===== config.mk =====
export PLATFORM = sky130hd
export DESIGN_NAME = pimc_isqrt
export DESIGN_NICKNAME = d
export VERILOG_FILES = /design/src/sv/pimc_pkg.sv /design/src/sv/pimc_isqrt.sv
export SDC_FILE = /design/constraint.sdc
export NUM_CORES = 2
export LEC_CHECK = 0
export BUFFER_PORTS_ARGS = -buffer_cell sky130_fd_sc_hd__buf_2
export CORE_ASPECT_RATIO = 0.7
export CORE_MARGIN = 4
export CORE_UTILIZATION = 61
export CTS_BUF_LIST = sky130_fd_sc_hd__clkbuf_4
export DETAILED_ROUTE_END_ITERATION = 10
export PLACE_DENSITY = 0.77
export SYNTH_ARGS = -nofsm -noshare
export SYNTH_HDL_FRONTEND = slang
export SYNTH_SLANG_ARGS = --single-unit

===== constraint.sdc =====
create_clock -name clk_i -period 3.79 [get_ports clk_i]
set_input_delay 0.1895 -clock clk_i [delete_from_list [all_inputs] [get_ports clk_i]]
set_output_delay 0.1895 -clock clk_i [all_outputs]
set_load 0.01 [all_outputs]

===== src/sv/pimc_pkg.sv =====
// ----------------------------------------------------------------------------
// pimc_pkg
// Shared constants and codes for the pair invariant mass classifier.
// ----------------------------------------------------------------------------
package pimc_pkg;

  localparam int unsigned MOMENTUM_BITS_DEF = 24;
  localparam int unsigned FRACTION_BITS_DEF = 12;

  localparam int unsigned MASS_HYP_W  = 16;
  localparam int unsigned MATCH_WIN_W = 23;
  localparam int unsigned PAIR_MASS_W = 26;
  localparam int unsigned CFG_IDX_W   = 2;
  localparam int unsigned CFG_DATA_W  = 23;

  localparam longint unsigned HIGH_PT_GEV = 2;

  localparam logic [MATCH_WIN_W-1:0] MATCH_WIN_RST = '1;

  typedef enum logic [CFG_IDX_W-1:0] {
    CFG_MASS_HYP  = 2'd0,
    CFG_MATCH_WIN = 2'd1
  } cfg_index_e;

  typedef enum logic [1:0] {
    MC_NONE  = 2'd0,
    MC_ONE   = 2'd1,
    MC_BOTH  = 2'd2,
    MC_OTHER = 2'd3
  } match_class_e;

endpackage


===== src/sv/pimc_isqrt.sv =====
// ----------------------------------------------------------------------------
// pimc_isqrt
// Pipelined floor square root, one root bit resolved per register stage.
// ----------------------------------------------------------------------------
module pimc_isqrt #(
  parameter int unsigned RadW = 2 * pimc_pkg::MOMENTUM_BITS_DEF + 2
) (
  input  logic              clk_i,
  input  logic              en_i,
  input  logic [RadW-1:0]   rad_i,
  output logic [RadW/2-1:0] root_o
);

  localparam int unsigned N = RadW / 2;

  logic [RadW-1:0] rad_q  [N];
  logic [N+1:0]    rem_q  [N];
  logic [N-1:0]    root_q [N];

  for (genvar k = 0; k < N; k++) begin : g_stage
    logic [RadW-1:0] rad_in;
    logic [N+1:0]    rem_in;
    logic [N-1:0]    root_in;
    logic [N+1:0]    rem_sh;
    logic [N+1:0]    trial;
    logic            ge;

    if (k == 0) begin : g_first
      assign rad_in  = rad_i;
      assign rem_in  = '0;
      assign root_in = '0;
    end else begin : g_next
      assign rad_in  = rad_q[k-1];
      assign rem_in  = rem_q[k-1];
      assign root_in = root_q[k-1];
    end

    // remainder stays below 2^N before the shift
    always_comb begin
      rem_sh = {rem_in[N-1:0], rad_in[RadW-1 -: 2]};
      trial  = {root_in, 2'b01};
      ge     = (rem_sh >= trial);
    end

    always_ff @(posedge clk_i) begin
      if (en_i) begin
        rad_q[k]  <= rad_in << 2;
        rem_q[k]  <= ge ? (rem_sh - trial) : rem_sh;
        root_q[k] <= {root_in[N-2:0], ge};
      end
    end
  end

  assign root_o = root_q[N-1];

endmodule


==> out/metrics.cfg <==
[timing]
rsz0062_at_grt = no
layout_worst_path_cycle_share = 0.971
drv_slew = 0
relSlewSlack = 0.270
finalSetupTns_ps = 0
setup_slack_ps = 111
post-route-min-period_ps = 3680
setup_violations = 0
tightest_slew_ps = 1090
clock_skew_ps = 108
fmax_mhz = 272
hold_viol = 0

[setup_path]
crit_fanout = 5
r2r_start = rem_q[2][113]$_DFFE_PP_
cp_data_required_time_ps = 4720
path_cells = ha_1 > nand4_1 > nor3_1 > nand3_1 > a21oi_1 > a41oi_1 > a21o_1 > a2111oi_0 > xor2_1
cp_slowest_stage_delay_ps = 540
crit_arrival_ps = 4610
regToRegSetupSlack_ps = 110
reg2reg_depth = 9
cp-start-kind = flip-flop
path_class = reg2reg
reg2reg_to = rem_q[2][159]$_DFFE_PP_
crit_path_end_kind = flip-flop
slowest_stage = nor3_1

[detailed_routing]
viasPerCell = 5.73
drt_wl_total_um = 143000
num_vias = 43500
dr.first_iter.drc_count = 4075
ant_nets = 0
drt-wirelength-per-cell_um = 18.9
dr.pass1.iters = 6
drc = 0

[synth]
synth_cell_types = 92
synth_area_sq_um = 69300
synth_edf_count = 1492
synth_nets = 5685
syn_inst = 5282
seq_area_frac_synth = 0.646
async_flop_share = 0
ys_seq_elements = 1492
yosysWarnings = 0
syn_avg_cell_area_sq_um = 13.1
synth_ff_type = edfxtp_1

[clock_network]
root_buffer = clkbuf_4
post_cts_buffers = 0
cts_tree = done
clk_path_buf_depth = 4
clk_latency_ps = 1260
h-tree-depth = 5
clkSinkCount = 1492
cts.reportedPaths.clkPinSlew_ps = 80
cts_made_buffers = 357

[global_route]
busiest_layer = met1
use_met3 = 0.0585
grt_pass1_vias = 42300
overflow = 0
grt_max_degree = 119
use_met1 = 0.373
grt_pass1_wl_um = 229000
antenna_found_initial = 4
met2_usage = 0.338
grt_usage = 0.242

[flow_run]
maxCapViolCount = 0

[final_layout]
finish.instance_area_sq_um = 77800
drive_above_1_share = 0.136
final.fill_count = 7932
fin_util = 0.690
layout.nets = 6237
syn_to_final_growth_pct = 12.3

[floorplanning]
io_pins = 77
core_area_sq_um = 113000
row_count = 103
start_util = 0.615
die_y_um = 290
die_x_um = 411
die_area_sq_um = 119000

[outcome]
status = complete, no violations

[power]
p_sw_w = 0.0128
p_seq_frac = 0.501
internal_power_w = 0.0315
netSwitchingFraction = 0.288
clkPwrFrac = 0.288
totalPowerFinal_w = 0.0442
combPwrFrac = 0.211
powerDensity_nw_per_um2 = 568
p_leak_nw = 30.4
peakVddDrop_mv = 0.409

[worst_hold_path]
hp-start = rad_i[13]
hold_depth = 3
worstHoldEndpoint = rad_q[0][13]$_DFFE_PP_
hold_class = in2reg

[place]
hpwlAfterDp_um = 99500
placed_area_sq_um = 72200
io_buffers = 76
post-place-ws_ps = 206
gp_congestion = 0.919

-- critical path: cells and delay by family, from the launching register on --
kind,cells,cell delay [ps]
adder cells (fa/ha/maj),1,410
XOR/XNOR,1,130
flip-flops,1,410
AND/OR/NAND/NOR,3,930
AO/OA/AOI/OAI,4,1490
-- synth_stat cells (85+ instances only) --
cell type | instances | area (sq um)
edfxtp_1 | 1492 | 44800
inv_1 | 440 | 1650
ha_1 | 351 | 4390
nor2_1 | 331 | 1240
nand2_1 | 323 | 1210
a21oi_1 | 289 | 1450
o21ai_0 | 261 | 1310
xnor2_1 | 246 | 2150
xor2_1 | 192 | 1680
nor3_1 | 137 | 686
a21o_1 | 119 | 893
o21a_1 | 86 | 646
nand3_1 | 85 | 425
-- layout by cell type, fill, tap and decap left out, drive strengths merged, types with 192 or more instances in the layout --
cell type  Yosys  routed
a21oi        290     290
clkbuf        69     518
o21ai        263     263
inv          444     445
ha           351     351
nor2         331     331
edfxtp      1492    1492
nand2        324     324
xnor2        246     246
xor2         192     192
-- final cells by class --
cell class | count | area (sq um) | share of cell area
Antenna cell | 4 | 10.0 | 0.000129
Clock buffer | 518 | 3890 | 0.0500
Clock inverter | 75 | 452 | 0.00580
Inverter | 445 | 1670 | 0.0215
Multi-Input combinational cell | 3254 | 22500 | 0.289
Sequential cell | 1492 | 44800 | 0.576
Tap cell | 1522 | 1900 | 0.0245
Timing Repair Buffer | 284 | 2570 | 0.0330
-- power groups by stage --
stage | registers (W) | clock network (W) | logic (W)
5_1_grt | 0.0223 | 0.0141 | 0.0104
3_3_place_gp | 0.0224 | 0 | 0.00881
3_5_place_dp | 0.0225 | 0 | 0.00903
2_1_floorplan | 0.0218 | 0 | 0.00670
4_1_cts | 0.0221 | 0.0131 | 0.00920
6_report | 0.0222 | 0.0128 | 0.00932
-- registers in the layout (all words and copies together), names as in the netlist --
signal / cells
rad_q: 600
rem_q: 567
root_q: 325
-- metrics by stage --
stage	hold slack (ps)	cells
after floorplan	288	5282
after global placement	366	6869
after detailed placement	368	6869
after CTS	5.12	7590
after global routing	79.3	7594
final	199	7594
-- cell families after synthesis --
group	after synthesis	synth area share
buffers and inverters	536	0.0296
DFF	1492	0.646
xor gates and xnor gates	438	0.0553
adders and majority gates	351	0.0634
AOI/OAI and AO/OA	1068	0.0978
muxes	79	0.0127
other	1	0.0000541
and+or+nand+nor	1317	0.0947
-- worst max-delay path by stage --
stage                     cells after the start               startpoint  slack, ps                      end
after global routing                          9  rem_q[2][114]$_DFFE_PP_         20  rem_q[2][159]$_DFFE_PP_
final                                         9  rem_q[2][113]$_DFFE_PP_        110  rem_q[2][159]$_DFFE_PP_
after CTS                                     9  rem_q[2][115]$_DFFE_PP_        180  rem_q[2][144]$_DFFE_PP_
after detailed placement                      9  rem_q[2][115]$_DFFE_PP_        210  rem_q[2][144]$_DFFE_PP_
after floorplan                              10  rem_q[2][151]$_DFFE_PP_        710  rem_q[2][179]$_DFFE_PP_
after global placement                        9  rem_q[2][114]$_DFFE_PP_        300  rem_q[2][144]$_DFFE_PP_
-- layer usage --
metal,part of all wire,vias up,routed length (um)
li1,-,21000,-
met2,0.42,1624,60500
met3,0.086,220,12300
met5,0,-,0
met4,0.019,0,2730
met1,0.47,20700,67900
-- what timing repair did --
item	4_1_cts	5_1_grt
gates resized for setup	0	3
setup endpoints to repair	0	5
hold buffers	128	0
hold endpoints to repair	1543	0
No activity file was read; power rests on OpenSTA's default activity.
